==> src/sv/dae_pkg.sv <==
// Shared types and constants of the DNS A-record extractor
`default_nettype none

package dae_pkg;

    localparam logic [15:0] HEADER_LEN          = 16'd12;
    localparam logic [15:0] QTC_LEN             = 16'd4;
    localparam logic [15:0] REC_TC_FIRST        = 16'd2;
    localparam logic [15:0] REC_TC_LAST         = 16'd5;
    localparam logic [15:0] REC_LEN_HI          = 16'd10;
    localparam logic [15:0] REC_LEN_LO          = 16'd11;
    localparam logic [7:0]  ANSWER_POINTER      = 8'hc0;
    localparam logic [15:0] TYPE_CNAME          = 16'd5;
    localparam logic [31:0] TYPE_CLASS_A_IN     = 32'h0001_0001;
    localparam logic [7:0]  MAX_ADDRESSES_RESET = 8'd16;
    localparam int          RESULT_FIFO_DEPTH   = 4;

    typedef enum logic {
        KIND_ADDRESS = 1'b0,
        KIND_END     = 1'b1
    } t_kind;

    typedef enum logic [1:0] {
        STATUS_OK           = 2'd0,
        STATUS_BAD_QUESTION = 2'd1,
        STATUS_NO_POINTER   = 2'd2,
        STATUS_TRUNCATED    = 2'd3
    } t_status;

    typedef struct packed {
        t_kind        kind;
        logic [31:0]  address;
        logic [15:0]  data_length;
        t_status      status;
        logic         last;
    } t_result;

    typedef struct packed {
        logic    push0;
        logic    push1;
        t_result res0;
        t_result res1;
    } t_push;

endpackage

`default_nettype wire

==> src/sv/dae_if.sv <==
// Request channel interfaces: packet bytes in, configuration in, results out
`default_nettype none

interface dae_in_if;
    logic       valid;
    logic       ready;
    logic [7:0] packet_byte;
    logic       end_of_packet;

    modport source (output valid, output packet_byte, output end_of_packet, input ready);
    modport sink (input valid, input packet_byte, input end_of_packet, output ready);
endinterface

interface dae_cfg_if;
    logic       valid;
    logic       ready;
    logic [7:0] max_addresses;

    modport source (output valid, output max_addresses, input ready);
    modport sink (input valid, input max_addresses, output ready);
endinterface

interface dae_out_if;
    logic        valid;
    logic        ready;
    logic        kind;
    logic [31:0] address;
    logic [15:0] data_length;
    logic [1:0]  status;
    logic        last;

    modport source (output valid, output kind, output address, output data_length,
                    output status, output last, input ready);
    modport sink (input valid, input kind, input address, input data_length,
                  input status, input last, output ready);
endinterface

`default_nettype wire

==> src/sv/dae_parser.sv <==
// Byte-at-a-time DNS response parser: state registers and next-state logic
`default_nettype none

module dae_parser (
    input  logic            i_clk,
    input  logic            i_rst_n,
    input  logic            i_accept,
    input  logic [7:0]      i_packet_byte,
    input  logic            i_end_of_packet,
    input  logic            i_cfg_write,
    input  logic [7:0]      i_cfg_max_addresses,
    output dae_pkg::t_push  o_push
);

    typedef enum logic [3:0] {
        PH_HEADER,
        PH_QNAME,
        PH_QTC,
        PH_FIRST,
        PH_RECORD,
        PH_SKIP,
        PH_ADDR,
        PH_DONE
    } t_phase;

    t_phase            r_phase, n_phase;
    logic [15:0]       r_cnt, n_cnt;
    logic [31:0]       r_rtc, n_rtc;
    logic [15:0]       r_rdl, n_rdl;
    logic [31:0]       r_addr, n_addr;
    logic [7:0]        r_reported, n_reported;
    dae_pkg::t_status  r_final, n_final;
    logic [7:0]        r_max, n_max;

    logic [15:0]       w_cnt_inc;
    logic [31:0]       w_rtc_shift;
    logic [31:0]       w_rtc;
    logic [15:0]       w_rdl;
    logic [31:0]       w_addr_shift;
    logic              w_cname;
    dae_pkg::t_status  w_end_status;
    dae_pkg::t_result  w_end;

    always_comb begin
        n_phase      = r_phase;
        n_cnt        = r_cnt;
        n_rtc        = r_rtc;
        n_rdl        = r_rdl;
        n_addr       = r_addr;
        n_reported   = r_reported;
        n_final      = r_final;
        n_max        = i_cfg_write ? i_cfg_max_addresses : r_max;
        w_cnt_inc    = r_cnt + 16'd1;
        w_rtc_shift  = {r_rtc[23:0], i_packet_byte};
        w_rtc        = r_rtc;
        w_rdl        = r_rdl;
        w_addr_shift = {r_addr[23:0], i_packet_byte};
        w_cname      = 1'b0;
        w_end_status = dae_pkg::STATUS_OK;
        w_end        = '0;
        o_push       = '0;

        if (i_accept) begin
            case (r_phase)
                PH_HEADER: begin
                    n_cnt = w_cnt_inc;
                    if (w_cnt_inc >= dae_pkg::HEADER_LEN) begin
                        n_phase = PH_QNAME;
                        n_cnt   = '0;
                    end
                end
                PH_QNAME: begin
                    if (i_packet_byte == 8'd0) begin
                        n_phase = PH_QTC;
                        n_cnt   = '0;
                        n_rtc   = '0;
                    end
                end
                PH_QTC: begin
                    n_rtc = w_rtc_shift;
                    n_cnt = w_cnt_inc;
                    if (w_cnt_inc >= dae_pkg::QTC_LEN) begin
                        if (w_rtc_shift == dae_pkg::TYPE_CLASS_A_IN) begin
                            n_phase = PH_FIRST;
                            n_cnt   = '0;
                            n_rtc   = '0;
                        end else begin
                            n_final = dae_pkg::STATUS_BAD_QUESTION;
                            n_phase = PH_DONE;
                            n_cnt   = '0;
                        end
                    end
                end
                PH_FIRST, PH_RECORD: begin
                    if (r_cnt == 16'd0 && r_phase == PH_FIRST &&
                        i_packet_byte != dae_pkg::ANSWER_POINTER) begin
                        n_final = dae_pkg::STATUS_NO_POINTER;
                        n_phase = PH_DONE;
                        n_cnt   = '0;
                    end else begin
                        if (r_cnt inside {[dae_pkg::REC_TC_FIRST:dae_pkg::REC_TC_LAST]}) begin
                            w_rtc = w_rtc_shift;
                        end
                        if (r_cnt inside {dae_pkg::REC_LEN_HI, dae_pkg::REC_LEN_LO}) begin
                            w_rdl = {r_rdl[7:0], i_packet_byte};
                        end
                        n_rtc   = w_rtc;
                        n_rdl   = w_rdl;
                        n_cnt   = w_cnt_inc;
                        w_cname = (r_phase == PH_FIRST) && (w_rtc[31:16] == dae_pkg::TYPE_CNAME);
                        if (r_cnt == dae_pkg::REC_TC_LAST && !w_cname &&
                            !(w_rtc == dae_pkg::TYPE_CLASS_A_IN && r_reported < r_max)) begin
                            n_final = dae_pkg::STATUS_OK;
                            n_phase = PH_DONE;
                            n_cnt   = '0;
                        end else if (r_cnt == dae_pkg::REC_LEN_LO) begin
                            n_cnt  = '0;
                            n_addr = '0;
                            if (w_rdl == 16'd0) begin
                                if (!w_cname) begin
                                    o_push.push0            = 1'b1;
                                    o_push.res0.kind        = dae_pkg::KIND_ADDRESS;
                                    o_push.res0.address     = '0;
                                    o_push.res0.data_length = '0;
                                    o_push.res0.status      = dae_pkg::STATUS_OK;
                                    n_reported              = r_reported + 8'd1;
                                end
                                n_phase = PH_RECORD;
                            end else begin
                                n_phase = w_cname ? PH_SKIP : PH_ADDR;
                            end
                        end
                    end
                end
                PH_SKIP, PH_ADDR: begin
                    n_addr = w_addr_shift;
                    n_cnt  = w_cnt_inc;
                    if (w_cnt_inc >= r_rdl) begin
                        if (r_phase == PH_ADDR) begin
                            o_push.push0            = 1'b1;
                            o_push.res0.kind        = dae_pkg::KIND_ADDRESS;
                            o_push.res0.address     = w_addr_shift;
                            o_push.res0.data_length = r_rdl;
                            o_push.res0.status      = dae_pkg::STATUS_OK;
                            n_reported              = r_reported + 8'd1;
                        end
                        n_phase = PH_RECORD;
                        n_cnt   = '0;
                        n_rtc   = '0;
                        n_rdl   = '0;
                        n_addr  = '0;
                    end
                end
                default: begin
                end
            endcase

            if (i_end_of_packet) begin
                if (n_phase == PH_DONE) begin
                    w_end_status = n_final;
                end else if (n_phase == PH_FIRST && n_cnt == 16'd0) begin
                    w_end_status = dae_pkg::STATUS_NO_POINTER;
                end else if (n_phase == PH_RECORD && n_cnt == 16'd0) begin
                    w_end_status = dae_pkg::STATUS_OK;
                end else begin
                    w_end_status = dae_pkg::STATUS_TRUNCATED;
                end
                w_end.kind        = dae_pkg::KIND_END;
                w_end.address     = '0;
                w_end.data_length = '0;
                w_end.status      = w_end_status;
                w_end.last        = 1'b0;
                if (o_push.push0) begin
                    o_push.push1 = 1'b1;
                    o_push.res1  = w_end;
                end else begin
                    o_push.push0 = 1'b1;
                    o_push.res0  = w_end;
                end
                n_phase    = PH_HEADER;
                n_cnt      = '0;
                n_rtc      = '0;
                n_rdl      = '0;
                n_addr     = '0;
                n_reported = '0;
                n_final    = dae_pkg::STATUS_OK;
            end

            if (o_push.push1) begin
                o_push.res1.last = 1'b1;
            end else if (o_push.push0) begin
                o_push.res0.last = 1'b1;
            end
        end
    end

    always_ff @(posedge i_clk) begin
        if (!i_rst_n) begin
            r_phase    <= PH_HEADER;
            r_cnt      <= '0;
            r_rtc      <= '0;
            r_rdl      <= '0;
            r_addr     <= '0;
            r_reported <= '0;
            r_final    <= dae_pkg::STATUS_OK;
            r_max      <= dae_pkg::MAX_ADDRESSES_RESET;
        end else begin
            r_phase    <= n_phase;
            r_cnt      <= n_cnt;
            r_rtc      <= n_rtc;
            r_rdl      <= n_rdl;
            r_addr     <= n_addr;
            r_reported <= n_reported;
            r_final    <= n_final;
            r_max      <= n_max;
        end
    end

endmodule

`default_nettype wire

==> src/sv/dae_result_fifo.sv <==
// Result queue: takes up to two results per cycle, hands out one per cycle while i_ready is high
`default_nettype none

module dae_result_fifo #(
    parameter int DEPTH = dae_pkg::RESULT_FIFO_DEPTH
) (
    input  logic              i_clk,
    input  logic              i_rst_n,
    input  dae_pkg::t_push    i_push,
    output logic              o_room_for_two,
    output logic              o_valid,
    input  logic              i_ready,
    output dae_pkg::t_result  o_data
);

    localparam int AW = $clog2(DEPTH);
    localparam int CW = $clog2(DEPTH + 1);

    dae_pkg::t_result r_mem [DEPTH];
    logic [AW-1:0]    r_wr_ptr, n_wr_ptr;
    logic [AW-1:0]    r_rd_ptr, n_rd_ptr;
    logic [CW-1:0]    r_count, n_count;
    logic [AW-1:0]    w_wr_ptr1;
    logic [AW-1:0]    w_wr_ptr2;
    logic             w_pop;

    function automatic logic [AW-1:0] ptr_inc(input logic [AW-1:0] ptr);
        return (ptr == AW'(DEPTH - 1)) ? '0 : ptr + AW'(1);
    endfunction

    assign w_wr_ptr1      = ptr_inc(r_wr_ptr);
    assign w_wr_ptr2      = ptr_inc(w_wr_ptr1);
    assign o_valid        = (r_count != '0);
    assign o_data         = r_mem[r_rd_ptr];
    assign o_room_for_two = (r_count <= CW'(DEPTH - 2));
    assign w_pop          = o_valid && i_ready;

    always_comb begin
        n_wr_ptr = r_wr_ptr;
        if (i_push.push1) begin
            n_wr_ptr = w_wr_ptr2;
        end else if (i_push.push0) begin
            n_wr_ptr = w_wr_ptr1;
        end
        n_rd_ptr = w_pop ? ptr_inc(r_rd_ptr) : r_rd_ptr;
        n_count  = r_count + CW'(i_push.push0) + CW'(i_push.push1) - CW'(w_pop);
    end

    always_ff @(posedge i_clk) begin
        if (i_push.push0) begin
            r_mem[r_wr_ptr] <= i_push.res0;
        end
        if (i_push.push1) begin
            r_mem[w_wr_ptr1] <= i_push.res1;
        end
    end

    always_ff @(posedge i_clk) begin
        if (!i_rst_n) begin
            r_wr_ptr <= '0;
            r_rd_ptr <= '0;
            r_count  <= '0;
        end else begin
            r_wr_ptr <= n_wr_ptr;
            r_rd_ptr <= n_rd_ptr;
            r_count  <= n_count;
        end
    end

endmodule

`default_nettype wire

==> src/sv/dns_a_record_extractor_core.sv <==
// Top level of the DNS A-record extractor
//
// i_in carries one DNS response byte per request, with end_of_packet set on
// the final byte. i_cfg writes max_addresses (reset 16) and is always ready;
// write it only between packets. o_out returns results in order: one per
// matching A/IN answer record up to max_addresses (kind 0, address and
// data_length) and one end status per packet (kind 1, status), last set
// on the final result of a byte. A result is registered into the queue as
// its byte is taken; bytes go in one per cycle while i_in.ready is high. A
// byte that both completes a record and ends the packet yields two results.
// Results wait in a queue of RESULT_FIFO_DEPTH entries; i_in.ready drops
// while fewer than two entries are free, so a stalled receiver holds
// o_out steady and backs up the byte stream without losing anything.
// Reset (synchronous, active low) empties the queue, returns the parser to
// the packet header and restores max_addresses to 16.
`default_nettype none

module dns_a_record_extractor_core #(
    parameter int RESULT_FIFO_DEPTH = dae_pkg::RESULT_FIFO_DEPTH
) (
    input  logic        i_clk,
    input  logic        i_rst_n,
    dae_in_if.sink      i_in,
    dae_cfg_if.sink     i_cfg,
    dae_out_if.source   o_out
);

    dae_pkg::t_push    w_push;
    dae_pkg::t_result  w_data;
    logic              w_room_for_two;
    logic              w_accept;

    assign i_in.ready  = w_room_for_two;
    assign i_cfg.ready = 1'b1;
    assign w_accept    = i_in.valid && w_room_for_two;

    dae_parser u_parser (
        .i_clk               (i_clk),
        .i_rst_n             (i_rst_n),
        .i_accept            (w_accept),
        .i_packet_byte       (i_in.packet_byte),
        .i_end_of_packet     (i_in.end_of_packet),
        .i_cfg_write         (i_cfg.valid),
        .i_cfg_max_addresses (i_cfg.max_addresses),
        .o_push              (w_push)
    );

    dae_result_fifo #(
        .DEPTH (RESULT_FIFO_DEPTH)
    ) u_result_fifo (
        .i_clk          (i_clk),
        .i_rst_n        (i_rst_n),
        .i_push         (w_push),
        .o_room_for_two (w_room_for_two),
        .o_valid        (o_out.valid),
        .i_ready        (o_out.ready),
        .o_data         (w_data)
    );

    assign o_out.kind        = w_data.kind;
    assign o_out.address     = w_data.address;
    assign o_out.data_length = w_data.data_length;
    assign o_out.status      = w_data.status;
    assign o_out.last        = w_data.last;

endmodule

`default_nettype wire

==> src/flat_wrapper.sv <==
// flat-port wrapper written by rule: the top's interface ports become plain ports
module dns_a_record_extractor_core_flat 
#(
    parameter int RESULT_FIFO_DEPTH = dae_pkg::RESULT_FIFO_DEPTH
)
  (i_clk, i_rst_n, i_in_valid, i_in_packet_byte, i_in_end_of_packet, i_in_ready, i_cfg_valid, i_cfg_max_addresses, i_cfg_ready, o_out_valid, o_out_kind, o_out_address, o_out_data_length, o_out_status, o_out_last, o_out_ready);
  dae_in_if i_in_i ();
  dae_cfg_if i_cfg_i ();
  dae_out_if o_out_i ();
  input  logic i_clk;
  input  logic i_rst_n;
  input wire logic [$bits(i_in_i.valid)-1:0] i_in_valid;
  input wire logic [$bits(i_in_i.packet_byte)-1:0] i_in_packet_byte;
  input wire logic [$bits(i_in_i.end_of_packet)-1:0] i_in_end_of_packet;
  output wire logic [$bits(i_in_i.ready)-1:0] i_in_ready;
  input wire logic [$bits(i_cfg_i.valid)-1:0] i_cfg_valid;
  input wire logic [$bits(i_cfg_i.max_addresses)-1:0] i_cfg_max_addresses;
  output wire logic [$bits(i_cfg_i.ready)-1:0] i_cfg_ready;
  output wire logic [$bits(o_out_i.valid)-1:0] o_out_valid;
  output wire logic [$bits(o_out_i.kind)-1:0] o_out_kind;
  output wire logic [$bits(o_out_i.address)-1:0] o_out_address;
  output wire logic [$bits(o_out_i.data_length)-1:0] o_out_data_length;
  output wire logic [$bits(o_out_i.status)-1:0] o_out_status;
  output wire logic [$bits(o_out_i.last)-1:0] o_out_last;
  input wire logic [$bits(o_out_i.ready)-1:0] o_out_ready;
  assign i_in_i.valid = i_in_valid;
  assign i_in_i.packet_byte = i_in_packet_byte;
  assign i_in_i.end_of_packet = i_in_end_of_packet;
  assign i_in_ready = i_in_i.ready;
  assign i_cfg_i.valid = i_cfg_valid;
  assign i_cfg_i.max_addresses = i_cfg_max_addresses;
  assign i_cfg_ready = i_cfg_i.ready;
  assign o_out_valid = o_out_i.valid;
  assign o_out_kind = o_out_i.kind;
  assign o_out_address = o_out_i.address;
  assign o_out_data_length = o_out_i.data_length;
  assign o_out_status = o_out_i.status;
  assign o_out_last = o_out_i.last;
  assign o_out_i.ready = o_out_ready;
  dns_a_record_extractor_core #(.RESULT_FIFO_DEPTH(RESULT_FIFO_DEPTH)) u_core (.i_clk(i_clk), .i_rst_n(i_rst_n), .i_in(i_in_i), .i_cfg(i_cfg_i), .o_out(o_out_i));
endmodule
==> config.mk <==
export PLATFORM = sky130hd
export DESIGN_NAME = dns_a_record_extractor_core_flat
export DESIGN_NICKNAME = d
export VERILOG_FILES = /design/src/sv/dae_pkg.sv /design/src/sv/dae_if.sv /design/src/sv/dae_parser.sv /design/src/sv/dae_result_fifo.sv /design/src/sv/dns_a_record_extractor_core.sv /design/src/flat_wrapper.sv
export SDC_FILE = /design/constraint.sdc
export NUM_CORES = 1
export LEC_CHECK = 0
export ABC_CLOCK_PERIOD_IN_PS = 7650
export BUFFER_PORTS_ARGS = -buffer_cell sky130_fd_sc_hd__buf_2
export CAP_MARGIN = 20
export CORE_UTILIZATION = 49
export CTS_CLUSTER_SIZE = 8
export DETAILED_ROUTE_END_ITERATION = 10
export PLACE_DENSITY = 0.77
export SLEW_MARGIN = 10
export SYNTH_ARGS = -nofsm -noshare
export SYNTH_HDL_FRONTEND = slang
export SYNTH_HIERARCHICAL = 1
export SYNTH_SLANG_ARGS = --single-unit
==> constraint.sdc <==
create_clock -name i_clk -period 7.65 [get_ports i_clk]
set_clock_uncertainty 0.15 [all_clocks]
set_input_delay 1.1475 -clock i_clk [delete_from_list [all_inputs] [get_ports i_clk]]
set_output_delay 1.1475 -clock i_clk [all_outputs]
set_load 0.05 [all_outputs]
== Word-level counts from Yosys, hierarchy flattened ==
Memory sizes are Yosys's and may differ from the RTL's. A register that Yosys moved wholly into a read port is not among the register bits.
Index checks and enable logic that the tools add are counted.

* Bits in registers: 117
* Bits in writable memories: 208
* Word-level logic and storage cells: 181
* Memories kept: 1
* Output and inout port bits: 55
* Bits of input ports: 22

{| class="wikitable"
|+ Memories
! memory !! depth !! bits a word !! read ports !! clocked after memory_dff !! wr ports !! RTL line !! RTL
|-
| u_core.u_result_fifo.r_mem || 4 || 52 || 1 || 1 || 2 || dae_result_fifo.sv:19 || <nowiki>dae_pkg::t_result r_mem [DEPTH];</nowiki>
|}

* Reductions and logical operators: 29
* $add $sub $neg: 8
* Eq/ne operators: 27
* Order comparisons: 7
* Mux-type cells: 98

{| class="wikitable"
|+ Operators with widths
! operator !! number
|-
| 32-bit two-way mux || 10
|-
| 106-bit two-way mux || 3
|-
| 16-bit two-way mux || 16
|-
| 50-bit two-way mux || 3
|-
| 32-bit one-hot mux with 4 select lines || 1
|-
| 24-bit two-way mux || 5
|-
| 52-bit two-way mux || 2
|-
| 16-bit one-hot mux with 5 select lines || 1
|-
| 32-bit by 17-bit equality test with 1-bit output, second input constant || 2
|-
| 8-bit two-way mux || 8
|-
| 16-bit logical NOT || 3
|-
| 24-bit one-hot mux with 2 select lines || 1
|-
| 4-bit two-way mux || 9
|-
| 2-bit two-way mux || 17
|-
| 16-bit by 3-bit equality test with 1-bit output, second input constant || 2
|-
| 16-bit by 4-bit equality test with 1-bit output, second input constant || 2
|-
| 16-bit one-hot mux with 2 select lines || 1
|-
| 3-bit inequality test, second input constant || 8
|-
| 4-bit by 3-bit equality test with 1-bit output, second input constant || 5
|-
| 4-bit one-hot mux with 5 select lines || 1
|-
| 16-bit by 1-bit adder with 16-bit output, second input constant || 1
|-
| 16-bit >= comparator || 1
|-
| 16-bit by 2-bit >= comparator with 1-bit output, second input constant || 1
|-
| 16-bit by 3-bit >= comparator with 1-bit output, second input constant || 1
|-
| 28 further kinds || 65
|}

== Logic depth before layout (Yosys ltp) ==
* Word-level depth: 29
* Depth in mapped cells: 24

== Hierarchy ==
Netlist, hierarchy kept.

{| class="wikitable"
|+ Modules (own cells, without submodules)
! module !! area an instance (um^2) !! times used !! cells an instance
|-
| dae_result_fifo || 11664.9 || 1 || 564
|-
| dae_parser || 7041.8 || 1 || 844
|-
| dns_a_record_extractor_core || 17.5 || 1 || 3
|}

== Least setup slack after synthesis ==
No wires, ideal clock.

* Path type: reg2reg
* Start point: reg u_core.u_parser.r_cnt[0]
* End point: mem u_core/u_result_fifo/r_mem[2][0] in the netlist's numbering, enable pin
* Arrival time: 4.983 ns
* Cell stages (with the launch flop): 22
* Clock period less this slack: 5.544 ns
* Slack: 2.106 ns
* Buffers on the path: 5
* Required time: 7.089 ns
* Path through: dfxtp_1 ha_1 buf_2 and2_4 buf_6 nand4_1 xor2_2 inv_1 ha_1 nand2_1 o21ai_0 nor3_1 a21oi_1 nor4b_1 a21o_2 ha_1 and2_1 buf_4 buf_12 nand2_8 buf_12 nand2_1

{| class="wikitable"
|+ RTL lines
! element !! RTL line !! RTL
|-
| start: declaration || dae_parser.sv:27 || <nowiki>logic [15:0] r_cnt, n_cnt;</nowiki>
|-
| start signal: assignment || dae_parser.sv:209 || <nowiki>r_cnt <= n_cnt;</nowiki>
|-
| end: declaration || dae_result_fifo.sv:19 ||
|}

==> flow_summary.ini <==
[global_route]
grt_use_total_pct = 20.98
grt_max_degree = 114
grt_pass1_vias = 11590
antenna_found_initial = 2
grt_pass1_wl_um = 64330
grt_overflow = 0

[timing]
hold_viol_final = 0
max_freq_mhz = 148.9
finalCritPeriodShare_pct = 87.76
maxSlewHeadroom_pct = 22.79
max_slew.worst_pin.slew_ns = 1.158
finalWorstSetupSlack_ns = 0.9360
fin_crit_ns = 6.714
setup_viol = 0
slew_violations = 0
rsz0062_at_grt = false
fin_setup_tns_ns = 0

[pwr]
power_leakage_uw = 0.008039
pwr_density_cell_nw_per_um2 = 256.8
vdd_drop_max_v = 0.0001747

[routing]
ant_nets = 0
drt_wl_total_um = 41140
firstDrtPassIters = 5
wl_met1_um = 17050
wl_met3_um = 2091
top_layer = met4
vias = 11580
wl_met2_um = 21190
viasPerCell = 5.786
wire_per_inst_um = 20.56
drtIter0Drc = 1085
route.detailed.drc = 0

[synthesis]
async_flop_share_pct = 0
yosysWarnings = 6
ys_types = 84
yosys.area.top_type = edfxtp_1
synth_ff_type = edfxtp_1
synthCells = 1411
synth-edff-count = 208
syn_area_um2 = 18720
synth_area_leaders = edfxtp_1, mux2_4, dfxtp_1, mux4_2, nor2b_1
synth_top_area_share_pct = 33.36
ys_seq_elements = 327
netlist_top_cells_count = edfxtp_1, mux2_4, dfxtp_1, nor2b_1, a22oi_1
synth_most_common_cell = edfxtp_1
seq_area_frac_synth_pct = 46.08
avgSynthCellArea_um2 = 13.27

[die]
start_util_pct = 49.71
ios = 77
design.die.area_um2 = 39000
die_h_um = 197.5
die_x_um = 197.5
core_area_um2 = 37670
rows = 71

[cells_and_area]
post-route-util_pct = 53.66
drive_above_1_share_pct = 29.66
n_antenna_cell = 0
layout.nets = 1522
area_delta_synth_final_pct = 7.938
fin_cells = 2001

[setup_path]
cp-start-kind = flip-flop
crit_type = reg2reg
critPathArrivalTime_ns = 6.78
required_ns = 7.71
cp_max_fo = 53
cp-end-kind = flip-flop

[clocking]
cts_inserted_buffers = 46
clkTransAtPathRegs_ns = 0.05
clockBufferDepth = 3
cts_root_buf = clkbuf_16
htreeDepth = 2
clk_latency_ns = 0.56
ctsHoldBuffers = 0
post_cts_buffers = 0
cts_sinks = 327
cts.repair.resized = 0
cts_tree = yes

[placed_design]
port_buffers = 75
gp_congestion = 0.8589
dp.cells = 1919
dp_worst_setup_slack_ns = 0.9560
hpwl_um = 25360

[run_status]
status = finished clean

[job]
max_cap_violations = 0

[hold_path]
hold_path.class = reg2reg
[power by group]
group	switching (uW)	internal, uW	leakage [uW]
clock network	754	1120	0.000626
registers	66.7	1960	0.00286
logic	881	402	0.00455
[cells by family (layout without fill, tap and decap cells)]
group | count (synthesis) | in the layout | synth area share [%]
flops | 327 | 327 | 46.08
xor+xnor | 25 | 25 | 1.210
mux | 270 | 270 | 23.27
compound gates | 201 | 201 | 7.758
other cells | 2 | 51 | 0.04011
fa+ha+maj | 42 | 42 | 2.887
simple gates | 357 | 357 | 11.25
buf+inv | 187 | 217 | 7.497
[state kept, by name, summed over array words and instances, names as in the netlist, named ones only]
register                       cells
u_core/u_result_fifo/r_mem       208
u_core/u_parser/r_rtc             32
u_core/u_parser/r_final            2
u_core/u_parser/r_phase            4
u_core/u_parser/r_addr            24
u_core/u_result_fifo/r_wr_ptr      2
u_core/u_parser/r_rdl             16
u_core/u_parser/r_cnt             16
u_core/u_result_fifo/r_rd_ptr      2
u_core/u_parser/r_max              8
u_core/u_parser/r_reported         8
u_core/u_result_fifo/r_count       3
[per-layer routing]
| layer | vias up | GRT usage (%) |
|---|---|---|
| met5 | - | 0 |
| met4 | 0 | 5.685 |
| met3 | 67 | 2.783 |
| met2 | 369 | 38.13 |
| met1 | 5842 | 25.96 |
| li1 | 5300 | - |
[layout by cell type, fill, tap and decap left out, types with 16 or more instances in the layout]
master / Yosys / routed
nor2_1: 28 / 28
a21oi_1: 28 / 28
and2_1: 20 / 19
clkbuf_16: 0 / 46
dfxtp_1: 119 / 117
edfxtp_1: 208 / 208
o21ai_0: 33 / 32
xnor2_1: 16 / 16
inv_1: 43 / 43
nor2b_1: 95 / 95
conb_1: 2 / 51
a22oi_1: 79 / 79
buf_2: 19 / 75
mux4_2: 50 / 50
nor3_1: 20 / 19
clkbuf_1: 36 / 31
and3_1: 55 / 55
ha_1: 40 / 40
nand2_1: 59 / 55
mux2_4: 196 / 196
[layout make-up]
cell class / instances / area (um^2)
Multi-Input combinational cell: 946 / 8902
Tap cell: 511 / 639.4
Fill cell: 3102 / 17460
Inverter: 44 / 165.2
Timing Repair Buffer: 93 / 545.5
Clock inverter: 3 / 55.05
Sequential cell: 327 / 8636
Clock buffer: 77 / 1267
[worst max-delay path: stages, from the launching register on]
cell       delay, ns
dfxtp_1         0.64
nand4_1         0.24
nor3_2          0.29
nand4_1         0.31
xnor2_1         0.24
ha_1            0.32
o2111ai_1       0.12
a311oi_1        0.27
nor2_1          0.06
a21oi_1         0.47
nor4b_2         0.30
buf_4           0.47
a21o_2          0.21
ha_1            0.14
and2_1          0.52
nand2_8         0.55
nand2_2         0.63
buf_4           0.41
[through the flow]
stage | area, um^2 | total power (uW) | hold WS, ns
floorplan | 18910 | 3095 | 0.3093
global placement | 18830 | 3316 | 0.3336
detailed placement | 18850 | 3332 | 0.3311
CTS | 20170 | 5216 | 0.3382
global route | 20210 | 5381 | 0.3947
finish | 20210 | 5190 | 0.3378
[final timing paths]
path	from	end	slack, ns	cells after the start
min reg2reg	u_core/u_parser/r_max[4]	u_core/u_parser/r_max[4]	0.34	2
max	u_core/u_parser/r_cnt[2]	u_core/u_result_fifo/r_mem[0][51]	0.94	17
max reg2reg	u_core/u_parser/r_cnt[2]	u_core/u_result_fifo/r_mem[0][51]	0.94	17
min	u_core/u_parser/r_max[4]	u_core/u_parser/r_max[4]	0.34	2
Note: power is estimated with default switching activity, not from simulation.
